## src/hdl/f2b_pkg.sv

```systemverilog
// ----------------------------------------------------------------------------
// f2b_pkg
// Types and character constants for the FASTA to 2-bit packer.
// ----------------------------------------------------------------------------
`default_nettype none

package f2b_pkg;

  localparam int FIELD_W = 40;
  localparam int CFG_IDX_W = 1;

  localparam logic [CFG_IDX_W-1:0] REG_BASE_TARGET  = 1'd0;
  localparam logic [CFG_IDX_W-1:0] REG_CHECK_ENABLE = 1'd1;

  localparam logic [7:0] CH_NUL    = 8'h00;
  localparam logic [7:0] CH_TAB    = 8'h09;
  localparam logic [7:0] CH_NL     = 8'h0A;
  localparam logic [7:0] CH_CR     = 8'h0D;
  localparam logic [7:0] CH_SPACE  = 8'h20;
  localparam logic [7:0] CH_DOLLAR = 8'h24;
  localparam logic [7:0] CH_GT     = 8'h3E;
  localparam logic [7:0] CH_A      = 8'h41;
  localparam logic [7:0] CH_C      = 8'h43;
  localparam logic [7:0] CH_G      = 8'h47;
  localparam logic [7:0] CH_T      = 8'h54;
  localparam logic [7:0] UPCASE_MASK = 8'hDF;

  localparam logic [1:0] BASE_A = 2'd0;
  localparam logic [1:0] BASE_C = 2'd1;
  localparam logic [1:0] BASE_G = 2'd2;
  localparam logic [1:0] BASE_T = 2'd3;

  localparam logic [2:0] BASES_FULL = 3'd4;

  typedef enum logic [2:0] {
    CLS_HEADER,
    CLS_SPACE,
    CLS_MARKER,
    CLS_BASE,
    CLS_INVALID
  } byte_cls_t;

  typedef struct packed {
    byte_cls_t  cls;
    logic [1:0] code;
    logic       newline;
  } cls_info_t;

endpackage

`default_nettype wire

```

## src/hdl/fasta_to_2bit_packer_core.sv

```systemverilog
// ----------------------------------------------------------------------------
// fasta_to_2bit_packer_core
// FASTA text to 2-bit nucleotide packer with skip counters.
// ----------------------------------------------------------------------------
// Input channel (in_valid/in_ready) takes one text byte or an end marker per
// transfer. Bases A/C/G/T in either case pack four to a byte, first base in
// bits 7:6. Each full byte gives one result; the end marker gives a final
// result with any partial byte, the five saturating counters and the
// mismatch flag against the expected base count when check_enable is set.
// A result is registered: it is on out_* in the cycle after the transfer that caused it.
// Throughput: one byte per cycle; in_ready stays high while the single output
// register is empty or being taken in the same cycle.
// When the receiver stalls, the result holds in the output register and
// in_ready drops until it is taken.
// Reset clears stream state, counters and the config registers and empties
// the output register. After the end marker the stream state returns to reset
// values while the config registers are kept.
// Config writes (cfg_we) take effect at once; write only while idle.
// ----------------------------------------------------------------------------
`default_nettype none

module fasta_to_2bit_packer_core #(
  parameter int COUNT_BITS = 40
) (
  input  wire logic                           clk,
  input  wire logic                           rst_n,
  input  wire logic                           cfg_we,
  input  wire logic [f2b_pkg::CFG_IDX_W-1:0]  cfg_index,
  input  wire logic [f2b_pkg::FIELD_W-1:0]    cfg_data,
  input  wire logic                           in_valid,
  output logic                                in_ready,
  input  wire logic [7:0]                     in_byte,
  input  wire logic                           in_end_marker,
  output logic                                out_valid,
  input  wire logic                           out_ready,
  output logic [7:0]                          out_packed_byte,
  output logic [2:0]                          out_bases_in_byte,
  output logic                                out_final_result,
  output logic [f2b_pkg::FIELD_W-1:0]         out_base_total,
  output logic [f2b_pkg::FIELD_W-1:0]         out_header_count,
  output logic [f2b_pkg::FIELD_W-1:0]         out_whitespace_count,
  output logic [f2b_pkg::FIELD_W-1:0]         out_marker_skip_count,
  output logic [f2b_pkg::FIELD_W-1:0]         out_invalid_count,
  output logic                                out_count_mismatch
);
  import f2b_pkg::*;

  typedef logic [COUNT_BITS-1:0] cnt_t;

  function automatic cnt_t sat_inc(input cnt_t c);
    return (&c) ? c : c + cnt_t'(1);
  endfunction

  function automatic logic [FIELD_W-1:0] to_field(input cnt_t c);
    logic [63:0] ext;
    ext = 64'(c);
    return ext[FIELD_W-1:0];
  endfunction

  cls_info_t          info;
  logic [FIELD_W-1:0] expected_r;
  logic               check_en_r;

  logic       in_header_r, in_header_nxt;
  logic [7:0] pack_buf_r, pack_buf_nxt;
  logic [1:0] pack_fill_r, pack_fill_nxt;
  cnt_t       base_cnt_r, base_cnt_nxt;
  cnt_t       hdr_cnt_r, hdr_cnt_nxt;
  cnt_t       space_cnt_r, space_cnt_nxt;
  cnt_t       mark_cnt_r, mark_cnt_nxt;
  cnt_t       inv_cnt_r, inv_cnt_nxt;
  logic [7:0] merged_buf;

  logic                out_valid_r, out_valid_nxt;
  logic [7:0]          out_byte_r, out_byte_nxt;
  logic [2:0]          out_n_r, out_n_nxt;
  logic                out_fin_r, out_fin_nxt;
  logic                out_mis_r, out_mis_nxt;
  logic [FIELD_W-1:0]  out_base_r, out_hdr_r, out_space_r, out_mark_r, out_inv_r;
  logic                in_xfer;
  logic                emit;

  f2b_classify u_cls (
    .byte_i (in_byte),
    .info_o (info)
  );

  assign in_ready = !out_valid_r || out_ready;
  assign in_xfer  = in_valid && in_ready;
  assign merged_buf = pack_buf_r | (8'({info.code, 6'b0}) >> {pack_fill_r, 1'b0});

  always_comb begin
    in_header_nxt = in_header_r;
    pack_buf_nxt  = pack_buf_r;
    pack_fill_nxt = pack_fill_r;
    base_cnt_nxt  = base_cnt_r;
    hdr_cnt_nxt   = hdr_cnt_r;
    space_cnt_nxt = space_cnt_r;
    mark_cnt_nxt  = mark_cnt_r;
    inv_cnt_nxt   = inv_cnt_r;
    emit          = 1'b0;
    out_byte_nxt  = pack_buf_r;
    out_n_nxt     = {1'b0, pack_fill_r};
    out_fin_nxt   = 1'b0;
    out_mis_nxt   = 1'b0;
    if (in_end_marker) begin
      emit          = 1'b1;
      out_fin_nxt   = 1'b1;
      out_mis_nxt   = check_en_r && (64'(base_cnt_r) != 64'(expected_r));
      in_header_nxt = 1'b0;
      pack_buf_nxt  = '0;
      pack_fill_nxt = '0;
      base_cnt_nxt  = '0;
      hdr_cnt_nxt   = '0;
      space_cnt_nxt = '0;
      mark_cnt_nxt  = '0;
      inv_cnt_nxt   = '0;
    end else if (in_header_r) begin
      if (info.newline) begin
        in_header_nxt = 1'b0;
      end
    end else begin
      case (info.cls)
        CLS_HEADER: begin
          hdr_cnt_nxt   = sat_inc(hdr_cnt_r);
          in_header_nxt = 1'b1;
        end
        CLS_SPACE:  space_cnt_nxt = sat_inc(space_cnt_r);
        CLS_MARKER: mark_cnt_nxt  = sat_inc(mark_cnt_r);
        CLS_BASE: begin
          base_cnt_nxt = sat_inc(base_cnt_r);
          if (&pack_fill_r) begin
            emit          = 1'b1;
            out_byte_nxt  = merged_buf;
            out_n_nxt     = BASES_FULL;
            pack_buf_nxt  = '0;
            pack_fill_nxt = '0;
          end else begin
            pack_buf_nxt  = merged_buf;
            pack_fill_nxt = pack_fill_r + 2'd1;
          end
        end
        default: inv_cnt_nxt = sat_inc(inv_cnt_r);
      endcase
    end
  end

  always_comb begin
    out_valid_nxt = out_valid_r;
    if (out_valid_r && out_ready) begin
      out_valid_nxt = 1'b0;
    end
    if (in_xfer && emit) begin
      out_valid_nxt = 1'b1;
    end
  end

  always_ff @(posedge clk) begin
    if (!rst_n) begin
      expected_r  <= '0;
      check_en_r  <= 1'b0;
      in_header_r <= 1'b0;
      pack_buf_r  <= '0;
      pack_fill_r <= '0;
      base_cnt_r  <= '0;
      hdr_cnt_r   <= '0;
      space_cnt_r <= '0;
      mark_cnt_r  <= '0;
      inv_cnt_r   <= '0;
      out_valid_r <= 1'b0;
    end else begin
      if (cfg_we) begin
        case (cfg_index)
          REG_BASE_TARGET:  expected_r <= cfg_data;
          REG_CHECK_ENABLE: check_en_r <= cfg_data[0];
          default: ;
        endcase
      end
      if (in_xfer) begin
        in_header_r <= in_header_nxt;
        pack_buf_r  <= pack_buf_nxt;
        pack_fill_r <= pack_fill_nxt;
        base_cnt_r  <= base_cnt_nxt;
        hdr_cnt_r   <= hdr_cnt_nxt;
        space_cnt_r <= space_cnt_nxt;
        mark_cnt_r  <= mark_cnt_nxt;
        inv_cnt_r   <= inv_cnt_nxt;
      end
      out_valid_r <= out_valid_nxt;
    end
  end

  // result payload; counters include the transferred byte, and an end marker reports them before it clears them
  always_ff @(posedge clk) begin
    if (in_xfer && emit) begin
      out_byte_r  <= out_byte_nxt;
      out_n_r     <= out_n_nxt;
      out_fin_r   <= out_fin_nxt;
      out_mis_r   <= out_mis_nxt;
      out_base_r  <= in_end_marker ? to_field(base_cnt_r)  : to_field(base_cnt_nxt);
      out_hdr_r   <= to_field(hdr_cnt_r);
      out_space_r <= to_field(space_cnt_r);
      out_mark_r  <= to_field(mark_cnt_r);
      out_inv_r   <= to_field(inv_cnt_r);
    end
  end

  assign out_valid             = out_valid_r;
  assign out_packed_byte       = out_byte_r;
  assign out_bases_in_byte     = out_n_r;
  assign out_final_result      = out_fin_r;
  assign out_count_mismatch    = out_mis_r;
  assign out_base_total        = out_base_r;
  assign out_header_count      = out_hdr_r;
  assign out_whitespace_count  = out_space_r;
  assign out_marker_skip_count = out_mark_r;
  assign out_invalid_count     = out_inv_r;

endmodule

`default_nettype wire

```

## src/hdl/f2b_classify.sv

```systemverilog
// ----------------------------------------------------------------------------
// f2b_classify
// Sorts one text byte into header open, whitespace, marker, base or invalid.
// ----------------------------------------------------------------------------
`default_nettype none

module f2b_classify (
  input  wire logic [7:0]         byte_i,
  output f2b_pkg::cls_info_t      info_o
);
  import f2b_pkg::*;

  logic [7:0] upper;

  always_comb begin
    upper = byte_i & UPCASE_MASK;
    info_o.newline = (byte_i == CH_NL);
    info_o.code = BASE_A;
    if (byte_i == CH_GT) begin
      info_o.cls = CLS_HEADER;
    end else if (byte_i == CH_SPACE || (byte_i >= CH_TAB && byte_i <= CH_CR)) begin
      info_o.cls = CLS_SPACE;
    end else if (byte_i == CH_DOLLAR || byte_i == CH_NUL) begin
      info_o.cls = CLS_MARKER;
    end else if (upper == CH_A) begin
      info_o.cls = CLS_BASE;
    end else if (upper == CH_C) begin
      info_o.cls = CLS_BASE;
      info_o.code = BASE_C;
    end else if (upper == CH_G) begin
      info_o.cls = CLS_BASE;
      info_o.code = BASE_G;
    end else if (upper == CH_T) begin
      info_o.cls = CLS_BASE;
      info_o.code = BASE_T;
    end else begin
      info_o.cls = CLS_INVALID;
    end
  end

endmodule

`default_nettype wire

```

## config.mk

```make
export PLATFORM = sky130hd
export DESIGN_NAME = fasta_to_2bit_packer_core
export DESIGN_NICKNAME = d
export VERILOG_FILES = /design/src/hdl/f2b_pkg.sv /design/src/hdl/fasta_to_2bit_packer_core.sv /design/src/hdl/f2b_classify.sv
export SDC_FILE = /design/constraint.sdc
export NUM_CORES = 1
export LEC_CHECK = 0
export ABC_AREA = 0
export ABC_CLOCK_PERIOD_IN_PS = 9820
export BUFFER_PORTS_ARGS = -buffer_cell sky130_fd_sc_hd__buf_2
export CAP_MARGIN = 10
export CORE_MARGIN = 2
export CORE_UTILIZATION = 25
export CTS_BUF_LIST = sky130_fd_sc_hd__clkbuf_4 sky130_fd_sc_hd__clkbuf_8
export CTS_CLUSTER_DIAMETER = 60
export DETAILED_ROUTE_END_ITERATION = 8
export MAX_ROUTING_LAYER = met4
export RECOVER_POWER = 25
export SLEW_MARGIN = 10
export SYNTH_ARGS = -nofsm -noshare
export SYNTH_HDL_FRONTEND = slang
export SYNTH_SLANG_ARGS = --single-unit
export TNS_END_PERCENT = 20
```

## constraint.sdc

```tcl
create_clock -name clk -period 9.82 [get_ports clk]
set_input_delay 1.964 -clock clk [delete_from_list [all_inputs] [get_ports clk]]
set_output_delay 1.964 -clock clk [all_outputs]
set_load 0.05 [all_outputs]
```

Yosys cells after proc, flatten, opt, wreduce, memory -nomap -nowiden
Index checks and enable logic that the tools add are counted.
- bits in registers: 466
- input bits: 55
- output and inout bits: 215
- logic and storage cells: 142
- add/sub/neg operators: 6
- $lt $le $gt $ge: 2
- equal/unequal tests: 18
- shift operators: 1
- multiplexer cells: 60
- bitwise logic cells: 3
- reduce and logical (&&, ||, !) cells: 31
- operators with widths (operator ; count):
    $mux 40 ; 21
    $add 40x1->40 const B ; 5
    $reduce_and 40->1 ; 5
    $mux 8 ; 8
    $ne 40x40->1 ; 1
    $eq 7x6->1 const B ; 4
    $eq 8x6->1 const B ; 3
    $mux 2 ; 12
    $mux 3 ; 6
    $reduce_and 4->1 ; 4
    $mux 1 ; 11
    $mux 5 ; 2
    $ne 2x2->1 const B ; 5
    $reduce_bool 2->1 ; 5
    $eq 8x4->1 const B ; 1
    $ge 8x4->1 const B ; 1
    $le 8x4->1 const B ; 1
    $logic_not 8->1 ; 1
    $or 8x8->8 ; 1
    $shr 8x3->8 ; 1
    $eq 3x2->1 const B ; 2
    $reduce_and 2->1 ; 3
    $logic_and 1x1->1 ; 5
    $reduce_or 4->1 ; 1
    9 further kinds ; 12

Logic depth before layout (Yosys ltp)
Gate-level depths: netlist of the first run.
- word-level depth: 14
- mapped depth: 10

By module
From an unflattened synthesis of the first run, not the netlist that was laid out.
- cell total of the unflattened synthesis: 1989
- area total of the unflattened synthesis: 20385.8 um^2
- by module, submodules not included (module ; times used ; cells each ; area each (um^2) ; seq. area each (um^2)):
    fasta_to_2bit_packer_core ; 1 ; 1963 ; 20208.1 ; 11461.0
    f2b_classify ; 1 ; 26 ; 177.7 ; 0.0

Least setup slack after synthesis of the first run
OpenSTA, ideal clock, no wires.
- kind: input-to-reg
- start point: input port out_ready
- end point: register out_base_r[0] (netlist: out_base_total[0]), enable pin
- data arrival time: 7319 ps
- path slack: 1937 ps
- stages: 7
- buffers on the path: 2
- cell sequence: nand2b_1 -> clkbuf_1 -> nand2_1 -> clkbuf_1 -> nor2_1 -> a21oi_1 -> inv_1
- cells in the longest elaborated chain, start to end: 3
- RTL lines (element ; line ; RTL):
    start: declaration ; fasta_to_2bit_packer_core.sv:35 ; input wire logic out_ready,
    $logic_or 1x1->1 ; fasta_to_2bit_packer_core.sv:88 ; assign in_ready = !out_valid_r || out_ready;
    via in_ready ; fasta_to_2bit_packer_core.sv:31 ; output logic in_ready,
    $logic_and 1x1->1 ; fasta_to_2bit_packer_core.sv:89 ; assign in_xfer = in_valid && in_ready;
    $logic_and 1x1->1 ; fasta_to_2bit_packer_core.sv:195 ; if (in_xfer && emit) begin
    end signal: assignment ; fasta_to_2bit_packer_core.sv:200 ; out_base_r <= in_end_marker ? to_field(base_cnt_r) : to_field(base_cnt_nxt);
    end: declaration ; fasta_to_2bit_packer_core.sv:79 ; logic [FIELD_W-1:0] out_base_r, out_hdr_r, out_space_r, out_mark_r, out_inv_r;
The timed path passes the listed nets, and every way through them passes these cells.
A chain may end at the register's enable or synchronous reset.

Worst setup path in the final report of the first run
- start point: input port in_end_marker
- end point: register out_base_r[3] (netlist: out_base_total[3]) (data pin)
- cells in the longest elaborated chain, start to end: 2
- RTL lines (element ; line ; RTL):
    start: declaration ; fasta_to_2bit_packer_core.sv:33 ; input wire logic in_end_marker,
    $mux 40 ; fasta_to_2bit_packer_core.sv:106 ; if (in_end_marker) begin
    $mux 40 (*) ; fasta_to_2bit_packer_core.sv:200 ;
Mark *: on every way between the ends. The rest lies on a longest branch, timed or not.

==> results of run 1 <==
-- area by class of cell --
type | instances | share of cell area [%]
tap | 1050 | 5.42
antenna | 2 | 0.0207
inverter | 21 | 0.356
sequential | 466 | 47.3
multi-input combinational | 1345 | 33.1
clock inverter | 40 | 1.57
timing repair buffer | 287 | 5.95
clock buffer | 123 | 6.31
-- flip-flops by register name, summed over array words and instances, names as in the netlist --
| register | count |
|---|---|
| expected_r | 40 |
| in_header_r | 1 |
| out_whitespace_count | 40 |
| mark_cnt_r | 40 |
| base_cnt_r | 40 |
| out_invalid_count | 40 |
| out_count_mismatch | 1 |
| pack_fill_r | 2 |
| hdr_cnt_r | 40 |
| space_cnt_r | 40 |
| out_valid | 1 |
| out_bases_in_byte | 3 |
| out_header_count | 40 |
| inv_cnt_r | 40 |
| out_packed_byte | 8 |
| out_base_total | 40 |
| check_en_r | 1 |
| pack_buf_r | 8 |
| out_marker_skip_count | 40 |
| out_final_result | 1 |
-- power groups by stage --
stage               sequential [mW]  clock, mW  combinational (mW)
floorplan                      2.25          0              0.0855
global route                   2.09       2.20               0.308
detailed placement             2.13          0               0.293
global placement               2.13          0               0.292
CTS                            2.09       2.11               0.293
finish                         2.09       2.05               0.290
-- layer usage --
layer | up-vias | GRT usage [%]
li1 | 7562 | -
met2 | 519 | 21.3
met5 | - | -
met4 | 0 | 4.57
met1 | 7368 | 19.0
met3 | 90 | 3.76
-- Yosys cell counts, types with 18 or more instances --
master and number:
dfxtp_1 253, inv_1 21, nor2_1 185, o21ai_0 60, or4_1 23, a21oi_1 64
nand2_1 223, xnor2_1 111, nand4_1 77, a21boi_0 65, xor2_1 68, nor4_1 36
clkbuf_1 94, o31ai_1 18, and3_1 34, nor3_1 63, or3_1 44, edfxtp_1 213
nand3_1 90
-- cells by family (layout without fill, tap and decap cells) --
family,Yosys count,after routing
AO/OA/AOI/OAI,288,288
XOR/XNOR,179,179
adder cells (fa/ha/maj),8,8
buffers and inverters,135,471
flip-flops,466,466
multiplexers,12,12
other,0,2
AND/OR/NAND/NOR,858,858
-- through the flow --
step           worst slack, ns  area (sq um)  hold slack (ns)  util [%]
6_report                  4.45         24200            0.468      30.7
5_1_grt                   4.14         24200            0.498      30.7
4_1_cts                   4.70         24300            0.472      30.7
3_5_place_dp              3.93         22300            0.456      28.3
3_3_place_gp              3.94         22300            0.448      28.3
2_1_floorplan             1.94         20000            0.424         -
-- final timing paths --
kind | from | to | cells past startpoint
worst max register to register | base_cnt_r[0] | out_base_total[3] | 8
worst max-delay path | in_end_marker | out_base_total[3] | 7
worst min register to register | pack_buf_r[2] | pack_buf_r[2] | 2
worst min-delay path | pack_buf_r[2] | pack_buf_r[2] | 2
-- worst reg2reg max path: cells and delay by family, from the launching register on --
family | cells | cell delay (ns)
AOI/OAI and AO/OA | 1 | 0.52
xor gates and xnor gates | 1 | 0.16
adders and majority gates | 1 | 0.34
DFF | 1 | 0.54
and+or+nand+nor | 5 | 2.12
==> flow_metrics.env, run 1 <==
export IMPL_wl_met2_mm=26.1
export IMPL_crit_path_start_kind="primary input"
export IMPL_syn_nets=2009
export IMPL_timing_critical_path_arrival_ns=5.79
export IMPL_outcome="finished, violations left"
export IMPL_cts_made_buffers=88
export IMPL_final_cell_mix="253 x dfxtp_1, 249 x buf_2, 222 x nand2_1"
export IMPL_final_cells=3334
export IMPL_layout_drive_gt1_share_pct=19.2
export IMPL_fillerInstances=8140
export IMPL_synth_top_family_by_area="simple AND/OR/NAND/NOR gates"
export IMPL_ys_types=65
export IMPL_ys_warn_count=0
export IMPL_multi_input_area_sq_um=8020
export IMPL_h_tree_depth=3
export IMPL_syn_area_sq_um=20000
export IMPL_final_common_cell="dfxtp_1"
export IMPL_wl_met1_mm=26.5
export IMPL_path_cells="clkbuf_1 > clkbuf_1 > inv_1 > clkbuf_1 > nand2_1 > nor2_1 > xor2_1"
export IMPL_synth_area_top_cells="edfxtp_1 32%, dfxtp_1 25%, xnor2_1 4.9%, nand2_1 4.2%, nor2_1 3.5%"
export IMPL_grt_pass1_vias=14530
export IMPL_place_detailed_hpwl_mm=41.1
export IMPL_slew_headroom_pct=-68.0
export IMPL_antenna_found_initial=3
export IMPL_final_max_slew_viol_count=149
export IMPL_postRouteAntennaNets=0
export IMPL_cts_sinks=466
export IMPL_layout_min_cycle_time_ns=5.37
export IMPL_vias_per_cell=4.66
export IMPL_route_met3_wl_mm=4.85
export IMPL_drt_iter0_markers=1026
export IMPL_cp_common_cell="clkbuf_1"
export IMPL_synth_edf_count=213
export IMPL_critPathBufInv=4
export IMPL_wire_per_inst_microns=17.6
export IMPL_clk_latency_ns=0.69
export IMPL_min_path_type="reg -> reg"
export IMPL_p_leak_nw=8.15
export IMPL_clkPwrFrac_pct=46.2
export IMPL_clk_pin_slew_worst_paths_ns=0.06
export IMPL_synth_compound_area_share_pct=9.50
export IMPL_track_usage_pct=14.3
export IMPL_gp_congestion=0.851
export IMPL_clockRootBuffer="clkbuf_8"
export IMPL_pin_count=270
export IMPL_p_seq_share_pct=47.2
export IMPL_max_slew_worst_pin_slew_ns=2.52
export IMPL_timing_fmax_mhz=186
export IMPL_register_area_sq_um=11500
export IMPL_top_layer="met4"
export IMPL_dp_cells=3169
export IMPL_synth_avg_cell_area_sq_um=10.3
export IMPL_vias=15539
export IMPL_p_per_area_nw_per_um2=183
export IMPL_synthMuxAreaShare_pct=0.614
export IMPL_netlist_instances=1946
export IMPL_synthAdderAreaFrac_pct=0.501
export IMPL_internal_power_mw=3.30
export IMPL_nets=2272
export IMPL_required_ns=10.24
export IMPL_finClkSkew_ns=0.0515
export IMPL_max_cap_violations=3
export IMPL_cp_slowest_cell="clkbuf_1"
export IMPL_crit_type="in -> reg"
export IMPL_hold_buffers=0
export IMPL_cts_resized=0
export IMPL_wl_mm=58.7
export IMPL_yosysTopAreaCellShare_pct=32.0
export IMPL_synth_xor_area_share_pct=7.84
export IMPL_post_cts_buffers=0
export IMPL_clk_path_buf_depth=3
export IMPL_post_route_drc_count=0
export IMPL_regToRegSetupSlack_ns=5.88
export IMPL_cts_tree="built"
export IMPL_start_util_pct=25.3
export IMPL_critPathCaptureType="register"
export IMPL_synth_main_ff_cell="dfxtp_1"
export IMPL_synth_top_area_cell="edfxtp_1"
export IMPL_violations="max-capacitance violations, max-slew violations"
export IMPL_core_sq_um=79000
export IMPL_p_switching_mw=1.13
export IMPL_p_total_mw=4.43
export IMPL_synth_simple_area_share_pct=21.5
export IMPL_grt_overflow_total=0
export IMPL_ir_drop_uv=85.3
export IMPL_die_w_microns=287
export IMPL_syn2layout_area_growth_pct=21.3
export IMPL_finalSetupViolations=0
export IMPL_critPathMaxStageDelay_ns=1.83
export IMPL_fin_setup_tns_ns=0
export IMPL_rows=103
export IMPL_die_height_microns=287
export IMPL_async_flop_share_pct=0
export IMPL_swShare_pct=25.4
export IMPL_cp_top_family="buffers and inverters"
export IMPL_dr_pass1_iters=5
export IMPL_rsz0062_at_grt="false"
export IMPL_p_comb_share_pct=6.5
export IMPL_die_area_sq_um=82200
export IMPL_grt_pass1_wl_mm=87.9
export IMPL_grt_max_degree=129
export IMPL_io_buffers=269
export IMPL_hold_violations=0
export IMPL_ys_ff_latch=466
export IMPL_cp_max_fo=45
export IMPL_finalCritPeriodShare_pct=54.7
export IMPL_yosysSeqAreaShare_pct=57.4
Power figures use the tool's default switching activity.
==> run 2: changes to the inputs <==
--- a/config.mk
+++ b/config.mk
@@ -6,7 +6,7 @@
 export NUM_CORES = 1
 export LEC_CHECK = 0
 export ABC_AREA = 0
-export ABC_CLOCK_PERIOD_IN_PS = 9820
+export ABC_CLOCK_PERIOD_IN_PS = 5100
 export BUFFER_PORTS_ARGS = -buffer_cell sky130_fd_sc_hd__buf_2
 export CAP_MARGIN = 10
 export CORE_MARGIN = 2
==> constraint.sdc (replaced) <==
create_clock -name clk -period 5.1 [get_ports clk]
set_input_delay 1.02 -clock clk [delete_from_list [all_inputs] [get_ports clk]]
set_output_delay 1.02 -clock clk [all_outputs]
set_load 0.05 [all_outputs]
==> run 2 against run 1 <==
Against the previous run:
- the flow still finishes with violations (max-capacitance violations, max-slew violations)
- sequential power up 92%
- count of clock-buffer cells in the layout is 3 lower
- die area unchanged
- largest cell class unchanged
- non-clock buffer count rose by 10
- core utilization up 0.18 points
==> flow_metrics.env, run 2 (synthesis gave the netlist of run 1 again) <==
export IMPL_outcome="finished, violations left"
export IMPL_violations="max-capacitance violations, max-slew violations"
export IMPL_wire_per_inst_microns=17.3
export IMPL_p_leak_nw=8.20
export IMPL_vias_per_cell=4.63
export IMPL_r2r_cells=8
export IMPL_die_w_microns=287
export IMPL_r2r_end="out_base_total[28]"
export IMPL_wl_mm=57.6
export IMPL_cts_made_buffers=85
export IMPL_clockRootBuffer="clkbuf_8"
export IMPL_h_tree_depth=3
export IMPL_gp_congestion=0.824
export IMPL_track_usage_pct=14.1
export IMPL_post_route_drc_count=0
export IMPL_cp_max_fo=53
export IMPL_vias=15473
export IMPL_worstHoldStart="inv_cnt_r[39]"
export IMPL_cts_sinks=466
export IMPL_timing_critical_path_arrival_ns=4.34
export IMPL_clk_latency_ns=0.68
export IMPL_antenna_found_initial=1
export IMPL_io_buffers=269
export IMPL_hold_violations=0
export IMPL_grt_pass1_wl_mm=86.9
export IMPL_hold_buffers=0
export IMPL_clk_path_buf_depth=3
export IMPL_final_common_cell="dfxtp_1"
export IMPL_grt_overflow_total=0
export IMPL_timing_fmax_mhz=267
export IMPL_cts_tree="built"
export IMPL_grt_pass1_vias=14429
export IMPL_cts_resized=0
export IMPL_dp_cells=3179
export IMPL_crit_type="in -> reg"
export IMPL_core_sq_um=79000
export IMPL_die_area_sq_um=82200
export IMPL_grt_max_degree=117
export IMPL_crit_path_start_kind="primary input"
export IMPL_drt_iter0_markers=946
export IMPL_postRouteAntennaNets=0
export IMPL_die_height_microns=287
export IMPL_finalSetupViolations=0
export IMPL_required_ns=5.70
export IMPL_slew_headroom_pct=-49.5
export IMPL_hold_depth=0
export IMPL_post_cts_buffers=0
export IMPL_final_max_slew_viol_count=90
export IMPL_layout_drive_gt1_share_pct=19.9
export IMPL_final_cell_mix="253 x dfxtp_1, 248 x buf_2, 223 x nand2_1"
export IMPL_max_slew_worst_pin_slew_ns=2.24
export IMPL_dr_pass1_iters=5
export IMPL_rsz0062_at_grt="false"
export IMPL_min_to="out_invalid_count[39]"
export IMPL_syn2layout_area_growth_pct=22.0
export IMPL_critPathCaptureType="register"
export IMPL_start_util_pct=25.3
export IMPL_rows=103
export IMPL_max_cap_violations=2
export IMPL_place_detailed_hpwl_mm=39.8
export IMPL_finalCritPeriodShare_pct=73.3
export IMPL_fillerInstances=8138
export IMPL_pin_count=270
export IMPL_p_total_mw=8.52
export IMPL_regToRegSetupSlack_ns=1.45
export IMPL_reg2reg_from="base_cnt_r[0]"
export IMPL_clk_pin_slew_worst_paths_ns=0.06
export IMPL_finClkSkew_ns=0.0371
export IMPL_p_per_area_nw_per_um2=350
export IMPL_ir_drop_uv=188
export IMPL_nets=2279
export IMPL_layout_min_cycle_time_ns=3.74
export IMPL_final_cells=3339
export IMPL_min_path_type="reg -> reg"
run 2: cell count changes in the layout (fill, tap and decap cells not counted), moves of 3 or more:
cell        before  now
buf_4           14   23
clkbuf_8        97   93
clkinvlp_4       4    8
clkinv_4         3    0
buf_12           0    4
clkinv_1        14   11
run 2: worst max-delay path: stages:
cell and delay, ns:
buf_2 0.09, nand2b_1 0.36, nand2_1 0.34, buf_4 0.22, nand2_1 1.24, or4_1 0.95, o21ai_0 0.08
run 2: worst max-delay path by stage:
| stage | start | endpoint | cells after the start |
|---|---|---|---|
| final | out_ready | mark_cnt_r[27] | 7 |
| after global routing | out_ready | mark_cnt_r[27] | 7 |
| after CTS | base_cnt_r[0] | out_base_total[28] | 8 |
| after detailed placement | in_byte[2] | out_base_total[34] | 8 |
| after global placement | in_byte[2] | out_base_total[34] | 8 |
| after floorplan | in_byte[1] | out_base_total[0] | 8 |
run 2: metal layers:
layer / vias up / GRT usage [%] / share of wire, %
li1: 7575 / - / -
met1: 7350 / 18.8 / 46
met2: 462 / 21.1 / 45
met3: 86 / 2.99 / 6.2
met4: 0 / 4.93 / 2.5
met5: - / - / 0
run 2: area by class of cell:
| cell class | instances | area (sq um) | area share, % |
|---|---|---|---|
| clock inverter | 38 | 414 | 1.70 |
| timing repair buffer | 297 | 1580 | 6.47 |
| tap | 1050 | 1310 | 5.39 |
| sequential | 466 | 11500 | 47.0 |
| multi-input combinational | 1345 | 8040 | 33.0 |
| clock buffer | 120 | 1480 | 6.08 |
| antenna | 2 | 5.00 | 0.0205 |
| inverter | 21 | 82.6 | 0.339 |
run 2: per-stage QoR:
step / worst slack, ns / TNS [ns] / util (%) / instance area [sq um] / hold WS (ns)
CTS: 1.51 / 0 / 30.9 / 24400 / 0.477
global placement: 1.19 / 0 / 28.5 / 22500 / 0.450
finish: 1.36 / 0 / 30.9 / 24400 / 0.466
global route: 1.11 / 0 / 30.8 / 24400 / 0.494
detailed placement: 1.17 / 0 / 28.5 / 22500 / 0.462
floorplan: -0.360 / -76.60 / - / 20100 / 0.424
run 2: power by group:
| group | switching (mW) | internal, mW | total (mW) |
|---|---|---|---|
| sequential | 0.0394 | 3.98 | 4.02 |
| combinational | 0.457 | 0.120 | 0.577 |
| clock | 1.66 | 2.27 | 3.93 |
| total | 2.16 | 6.37 | 8.52 |
==> run 3: changes to the inputs <==
--- a/config.mk
+++ b/config.mk
@@ -6,7 +6,7 @@
 export NUM_CORES = 1
 export LEC_CHECK = 0
 export ABC_AREA = 0
-export ABC_CLOCK_PERIOD_IN_PS = 5100
+export ABC_CLOCK_PERIOD_IN_PS = 3800
 export BUFFER_PORTS_ARGS = -buffer_cell sky130_fd_sc_hd__buf_2
 export CAP_MARGIN = 10
 export CORE_MARGIN = 2
==> constraint.sdc (replaced) <==
create_clock -name clk -period 3.8 [get_ports clk]
set_input_delay 0.76 -clock clk [delete_from_list [all_inputs] [get_ports clk]]
set_output_delay 0.76 -clock clk [all_outputs]
set_load 0.05 [all_outputs]
==> run 3 against run 2 <==
Against the previous run:
- the flow still finishes with violations (max-capacitance violations, max-slew violations)
- global-route usage grew 0.091 points
- first-iteration DRC count shrank 9.7%
- sequential cell count is the same
- count of clock-buffer cells in the layout shrank 2
- non-clock buffer count grew 32
- clock skew grew 0.011 ns
- core utilization grew 0.29 points
- critical path type is now reg -> reg
- largest power group unchanged
==> flow_metrics.env, run 3 (synthesis gave the netlist of run 1 again) <==
export IMPL_dp_cells=3211
export IMPL_die_w_microns=287
export IMPL_grt_max_degree=88
export IMPL_rows=103
export IMPL_grt_overflow_total=0
export IMPL_start_util_pct=25.3
export IMPL_reg2reg_from="base_cnt_r[1]"
export IMPL_layout_drive_gt1_share_pct=21.3
export IMPL_rsz0062_at_grt="false"
export IMPL_p_per_area_nw_per_um2=460
export IMPL_critPathCaptureType="register"
export IMPL_cts_sinks=466
export IMPL_place_detailed_hpwl_mm=40.9
export IMPL_postRouteAntennaNets=0
export IMPL_post_route_drc_count=0
export IMPL_hold_depth=3
export IMPL_final_cells=3370
export IMPL_wire_per_inst_microns=17.3
export IMPL_grt_pass1_vias=14627
export IMPL_clk_pin_slew_worst_paths_ns=0.06
export IMPL_max_slew_worst_pin_slew_ns=1.56
export IMPL_nets=2311
export IMPL_route_met3_wl_mm=2.99
export IMPL_final_max_slew_viol_count=84
export IMPL_min_path_type="in -> reg"
export IMPL_h_tree_depth=3
export IMPL_p_total_mw=11.3
export IMPL_wl_mm=58.2
export IMPL_min_to="expected_r[24]"
export IMPL_clk_latency_ns=0.68
export IMPL_antenna_found_initial=0
export IMPL_slew_headroom_pct=-3.82
export IMPL_timing_fmax_mhz=304
export IMPL_syn2layout_area_growth_pct=23.1
export IMPL_critPathBufInv=0
export IMPL_outcome="finished, violations left"
export IMPL_vias=15598
export IMPL_cts_tree="built"
export IMPL_post_cts_buffers=0
export IMPL_violations="max-capacitance violations, max-slew violations"
export IMPL_die_area_sq_um=82200
export IMPL_dr_pass1_iters=5
export IMPL_die_height_microns=287
export IMPL_wl_met1_mm=26.9
export IMPL_final_cell_mix="253 x dfxtp_1, 249 x buf_2, 222 x nand2_1"
export IMPL_path_cells="ha_1 > nand3_4 > or3_1 > or4_4 > or4_4 > nor3_1 > nand3_1 > xnor2_1"
export IMPL_worstHoldStart="cfg_data[24]"
export IMPL_hold_violations=0
export IMPL_r2r_end="out_base_total[34]"
export IMPL_vias_per_cell=4.63
export IMPL_layout_min_cycle_time_ns=3.29
export IMPL_ir_drop_uv=228
export IMPL_cp_slowest_cell="or4_4"
export IMPL_finClkSkew_ns=0.0481
export IMPL_io_buffers=269
export IMPL_required_ns=4.18
export IMPL_cp_top_family="simple AND/OR/NAND/NOR gates"
export IMPL_clockRootBuffer="clkbuf_8"
export IMPL_p_leak_nw=8.39
export IMPL_cts_made_buffers=85
export IMPL_r2r_cells=8
export IMPL_hold_buffers=0
export IMPL_pin_count=270
export IMPL_core_sq_um=79000
export IMPL_top_layer="met4"
export IMPL_drt_iter0_markers=854
export IMPL_timing_critical_path_arrival_ns=3.67
export IMPL_max_cap_violations=1
export IMPL_final_common_cell="dfxtp_1"
export IMPL_cts_resized=0
export IMPL_cp_max_fo=6
export IMPL_grt_pass1_wl_mm=87.3
export IMPL_cp_common_cell="or4_4"
export IMPL_crit_type="reg -> reg"
export IMPL_fin_setup_tns_ns=0
export IMPL_critPathMaxStageDelay_ns=0.57
export IMPL_finalCritPeriodShare_pct=86.7
export IMPL_regToRegSetupSlack_ns=0.51
export IMPL_track_usage_pct=14.2
export IMPL_gp_congestion=0.845
export IMPL_wl_met2_mm=26.9
export IMPL_finalSetupViolations=0
export IMPL_crit_path_start_kind="register"
export IMPL_clk_path_buf_depth=3
-- run 3: cell count changes in the layout (fill, tap and decap cells not counted), moves of 2 or more --
cell	before	now
buf_12	4	7
buf_4	23	52
bufinv_16	7	5
clkbuf_1	22	20
clkbuf_4	27	25
clkinv_1	11	6
clkinv_2	7	18
clkinv_4	0	2
clkinv_8	0	2
clkinvlp_4	8	5
-- run 3: power breakdown --
part / leakage (nW) / total, mW / switching [mW] / internal (mW)
Combinational: 3.38 / 0.791 / 0.617 / 0.174
Sequential: 4.04 / 5.39 / 0.0511 / 5.34
Clock: 0.976 / 5.13 / 2.24 / 2.89
Total: 8.39 / 11.3 / 2.91 / 8.40
-- run 3: cell type report --
class                      count  area (sq um)
clock inverter                40           382
antenna                        1          2.50
clock buffer                 118          1470
tap                         1050          1310
timing repair buffer         329          1860
inverter                      21          82.6
multi-input combinational   1345          8040
sequential                   466         11500
fill                        8165         54400
-- run 3: worst max path at each step --
stage | cells past startpoint | endpoint | slack, ns | start
final | 8 | out_base_total[34] | 0.51 | base_cnt_r[1]
after global routing | 10 | out_base_total[3] | 0.37 | base_cnt_r[1]
after CTS | 8 | out_base_total[34] | 0.51 | base_cnt_r[1]
after detailed placement | 9 | out_base_total[34] | 0.30 | in_byte[2]
after global placement | 9 | out_base_total[34] | 0.31 | in_byte[2]
after floorplan | 8 | out_base_total[0] | -1.40 | in_byte[1]
-- run 3: stage by stage --
step	hold WS [ns]	worst slack, ns	utilization, %	instance area (sq um)
2_1_floorplan	0.424	-1.40	-	20100
3_3_place_gp	0.443	0.309	28.9	22800
4_1_cts	0.233	0.510	31.2	24600
6_report	0.331	0.506	31.1	24600
5_1_grt	0.279	0.372	31.1	24600
3_5_place_dp	0.449	0.303	28.9	22800
-- run 3: tightest hold or removal path, stage by stage --
cell	delay (ns)
buf_2	0.09
nand2_1	0.04
a21boi_0	0.06
-- run 3: layer usage --
metal,track usage (%),vias up
met5,-,-
met4,4.61,0
met3,2.55,98
met2,22.0,437
met1,18.7,7430
li1,-,7633
